==> src/sv/l16ada_ram.sv <==
// Generic simple dual-port RAM: one write port, one registered read port.
// Read data holds while read enable is low; a read sees the old word on a collision.
// No dependencies.
`default_nettype none

module l16ada_ram #(
    parameter int WIDTH = 8,
    parameter int DEPTH = 16
) (
    input  wire logic                     i_clk,
    input  wire logic                     i_we,
    input  wire logic [$clog2(DEPTH)-1:0] i_waddr,
    input  wire logic [WIDTH-1:0]         i_wdata,
    input  wire logic                     i_re,
    input  wire logic [$clog2(DEPTH)-1:0] i_raddr,
    output logic      [WIDTH-1:0]         o_rdata
);

    logic [WIDTH-1:0] r_mem [DEPTH];
    logic [WIDTH-1:0] r_rdata;

    always_ff @(posedge i_clk) begin
        if (i_we) begin
            r_mem[i_waddr] <= i_wdata;
        end
        if (i_re) begin
            r_rdata <= r_mem[i_raddr];
        end
    end

    assign o_rdata = r_rdata;

endmodule

`default_nettype wire

==> config.mk <==
export PLATFORM = sky130hd
export DESIGN_NAME = l16ada_ram
export DESIGN_NICKNAME = d
export VERILOG_FILES = /design/src/sv/l16ada_ram.sv
export SDC_FILE = /design/constraint.sdc
export NUM_CORES = 1
export LEC_CHECK = 0
export BUFFER_PORTS_ARGS = -buffer_cell sky130_fd_sc_hd__buf_2
export CAP_MARGIN = 20
export CORE_MARGIN = 2
export CORE_UTILIZATION = 54
export DETAILED_ROUTE_END_ITERATION = 6
export PLACE_DENSITY = 0.74
export SYNTH_ARGS = -nofsm -noshare
export SYNTH_HDL_FRONTEND = slang
export SYNTH_SLANG_ARGS = --single-unit
==> constraint.sdc <==
create_clock -name i_clk -period 1.46 [get_ports i_clk]
set_input_delay 0.073 -clock i_clk [delete_from_list [all_inputs] [get_ports i_clk]]
set_output_delay 0.073 -clock i_clk [all_outputs]
set_load 0.01 [all_outputs]
==> impl_summary.md <==
GRT
The number of antenna violations at the first check in global routing is 0. The via count of the first global-routing pass is 2683. The first global-routing pass estimated 16600 um of wire. Global routing finished with a remaining overflow of 0. Entering global routing, the biggest net connects 25 pins. The global-route total usage across every layer is 23.8%.

Timing
The number of pins exceeding their max-slew limit in the final report is 0. At the pin with the least slew margin, the transition time is 0.524 ns. The share of the clock period used by the worst path after layout is 100%. Subtracting the final worst setup slack from the clock period gives 1.46 ns. The smallest setup slack after layout is 0.000241 ns. Across the routed clock network, the largest skew measured is 0.00736 ns. Measured against its own limit, the worst slew margin works out to 65.1%. Setup repair after global routing could not meet its margin everywhere. The worst hold slack across all endpoints is 0.133 ns. Based on the critical path, the design can be clocked at up to 0.685 GHz. Setup violations remaining at the end of the flow were counted as 0. The number of failing hold endpoints at the final stage is 0.

Layout
Compared with the post-synthesis result, the final layout area differs by 21.8%. The final layout contains 317 nets. The fraction of final layout cells with drive strength greater than 1 is 36.0%. In the layout the commonest cells are sky130_fd_sc_hd__edfxtp_1 (136), sky130_fd_sc_hd__mux4_2 (26), sky130_fd_sc_hd__buf_2 (26), sky130_fd_sc_hd__buf_4 (21), sky130_fd_sc_hd__clkbuf_16 (16). Leaving out fill and tap cells, the most frequent cell in the layout is sky130_fd_sc_hd__edfxtp_1. The number of inserted diodes is 0.

The final design area excluding fillers is 6360 sq um.

Routing
The total detailed-routing wirelength is 11100 um. In this run the remaining antenna-violating nets after routing total 0. The final route contains 2665 vias. For this run, design rule violations remaining after detail routing come to 0. After the first detailed-routing iteration, the DRC count stood at 291. In the routed layout, each cell is associated on average with a via count of 6.06. The top layer reached by signal wires is met4.

In the final routed layout, each cell accounts on average for 25.2 um. Wire segments on met3 add up to 876 um in the final route. After detailed routing, the wire length on met1 is 4630 um. Wire segments on met2 add up to 5350 um in the final route.

The first TritonRoute pass finished after 5 iterations.

Clocking
The clock insertion delay at the later pin of the skew report is 0.52 ns. Buffers inserted during clock tree synthesis total 17. After clock tree synthesis, the clock-pin slew on the worst setup and hold paths is 0.06 ns. TritonCTS built the clock tree. The number of H-tree levels is 4. The tree built by TritonCTS fans out to 136 sinks. No sink is reached through more buffers than the 2 on the longest clock path. The root buffer selected by CTS is sky130_fd_sc_hd__clkbuf_8.

Place
The total cell area at the placement stage is 5680 sq um. The count of port buffers added during placement is 26. After legalization and detailed placement, the total HPWL measured 6190 um.

At the end of routability-driven placement, the weighted congestion stood at 0.717. The setup slack after placement is -0.182 ns.

Hold path
The launch point of the worst hold path is i_waddr[1]. The endpoint of the worst hold path is r_mem[0][0]. The worst hold path was traced through 3 stages. The type of the most critical hold path is input port to flip-flop.

Floorplan
The number of placed I/O pins is 27. The count of standard-cell rows is 35. The floorplan step set the die width to 102 um. The core footprint is 9330 sq um.

The initial standard-cell utilization of the core is 56.0%. The die covers 10500 sq um. The vertical extent of the die is 102 um.

Critical path
STA classifies the critical path endpoint as a flip-flop. The category of the critical setup timing path is flip-flop to flip-flop. The flop-to-flop setup slack is 0.0002 ns. The critical-path maximum fanout is 1. STA puts the critical path data required time at 1.71 ns. The data arrival at the endpoint of the critical path is 1.71 ns. The launch instance of the worst register-to-register path is r_mem[0][6]. The startpoint type of the worst setup path is a flip-flop. The worst register-to-register path ends at o_rdata[6].

The number of cell instances on the worst register-to-register path is 3.

Synth
The net count of the mapped netlist is 248. The most used flip-flop cell after synthesis is sky130_fd_sc_hd__edfxtp_1. The part of the Yosys area used for sequential elements is 78.1%.

Counting distinct cell types in the post-synthesis netlist gives 18. The number of warnings issued by yosys is 0. The synthesized design contains 136 register bits.

The netlist area before placement is 5230 sq um. The async set-reset flop share out of synthesis is 0%. Counting every instance in the synthesized netlist gives 229. The average instance area after synthesis is 22.8 sq um. The count of flip-flops with a built-in enable after synthesis is 136.

Pwr
The maximum vdd drop is 796 uV. The leakage dissipation is 2.15 nW. The power per cell area is 1440 nW/um^2.

Outcome
The run finished with clean final reports.

Job
The count of maximum capacitance violations is 0.
report_power, final:
part	switching (mW)	internal, mW
Combinational	0.260	0.213
Sequential	0.0250	4.40
Clock	1.51	2.75
final cells by class:
type,instances,area (sq um)
fillers,578,2960
multi-input cells,83,1060
repair buffers,60,458
clock inverters,14,181
well taps,129,161
flip-flops and latches,136,4080
clock buffers,18,418
synth_stat cells (2+ instances only):
library cell / instances / share of area, %
sky130_fd_sc_hd__a22oi_1: 16 / 2.3
sky130_fd_sc_hd__buf_2: 3 / 0.29
sky130_fd_sc_hd__buf_6: 3 / 0.65
sky130_fd_sc_hd__clkdlybuf4s25_2: 3 / 0.57
sky130_fd_sc_hd__edfxtp_1: 136 / 78
sky130_fd_sc_hd__mux4_1: 14 / 7.0
sky130_fd_sc_hd__mux4_2: 18 / 7.8
sky130_fd_sc_hd__nand2_1: 9 / 0.65
sky130_fd_sc_hd__nand2b_1: 2 / 0.24
sky130_fd_sc_hd__nand3b_1: 2 / 0.29
sky130_fd_sc_hd__nor2_1: 13 / 0.93
sky130_fd_sc_hd__nor3_1: 4 / 0.38
through the flow:
step	util (%)	TNS (ns)	cells	total power, mW
6_report	68.2	0	440	9.16
5_1_grt	68.2	-0.000538	440	9.42
4_1_cts	68.4	0	440	9.21
3_5_place_dp	60.8	-0.810	399	4.93
3_3_place_gp	60.8	-0.707	399	4.92
2_1_floorplan	-	0	229	4.73
cell families (layout without fill, tap and decap cells):
kind of cell           count (synthesis)  in the layout  share of synthesized area, %
multiplexers                          32             32                          14.8
AO/OA/AOI/OAI                         16             16                          2.30
flip-flops                           136            136                          78.1
buffers and inverters                 10             92                          1.65
AND/OR/NAND/NOR                       35             35                          3.14
worst max-delay path: stages, from the launching register on:
cell and delay (ns):
sky130_fd_sc_hd__edfxtp_1 0.39, sky130_fd_sc_hd__mux4_2 0.50, sky130_fd_sc_hd__a22oi_2 0.20, sky130_fd_sc_hd__nand2_1 0.11
flip-flops by register name, indices dropped and copies added, names as in the netlist:
register,count
r_mem,128
o_rdata,8
repair_timing:
item / CTS / global route
pin swaps: 1 / 1
gates cloned: 0 / 0
hold endpoints to repair: 136 / 0
resized for setup: 8 / 6
setup buffers: 0 / 0
hold buffers: 9 / 0
endpoints found under the setup margin: 5 / 5
worst max path at each step:
stage,endpoint,depth (start not counted),slack (ns),startpoint
after floorplan,o_rdata[1],5,0.10,i_raddr[0]
after global placement,o_rdata[1],5,-0.19,i_raddr[0]
after detailed placement,o_rdata[1],5,-0.18,i_raddr[0]
after CTS,o_rdata[1],3,0.003,r_mem[5][1]
after global routing,o_rdata[5],3,-0.0005,r_mem[8][5]
final,o_rdata[6],3,0.0002,r_mem[0][6]
per-layer routing:
metal | GRT usage [%] | vias to the layer above
li1 | - | 1117
met1 | 34.2 | 1375
met2 | 35.0 | 153
met3 | 6.16 | 20
met4 | 10.9 | 0
met5 | 0 | -
No activity file was read; power rests on OpenSTA's default activity.
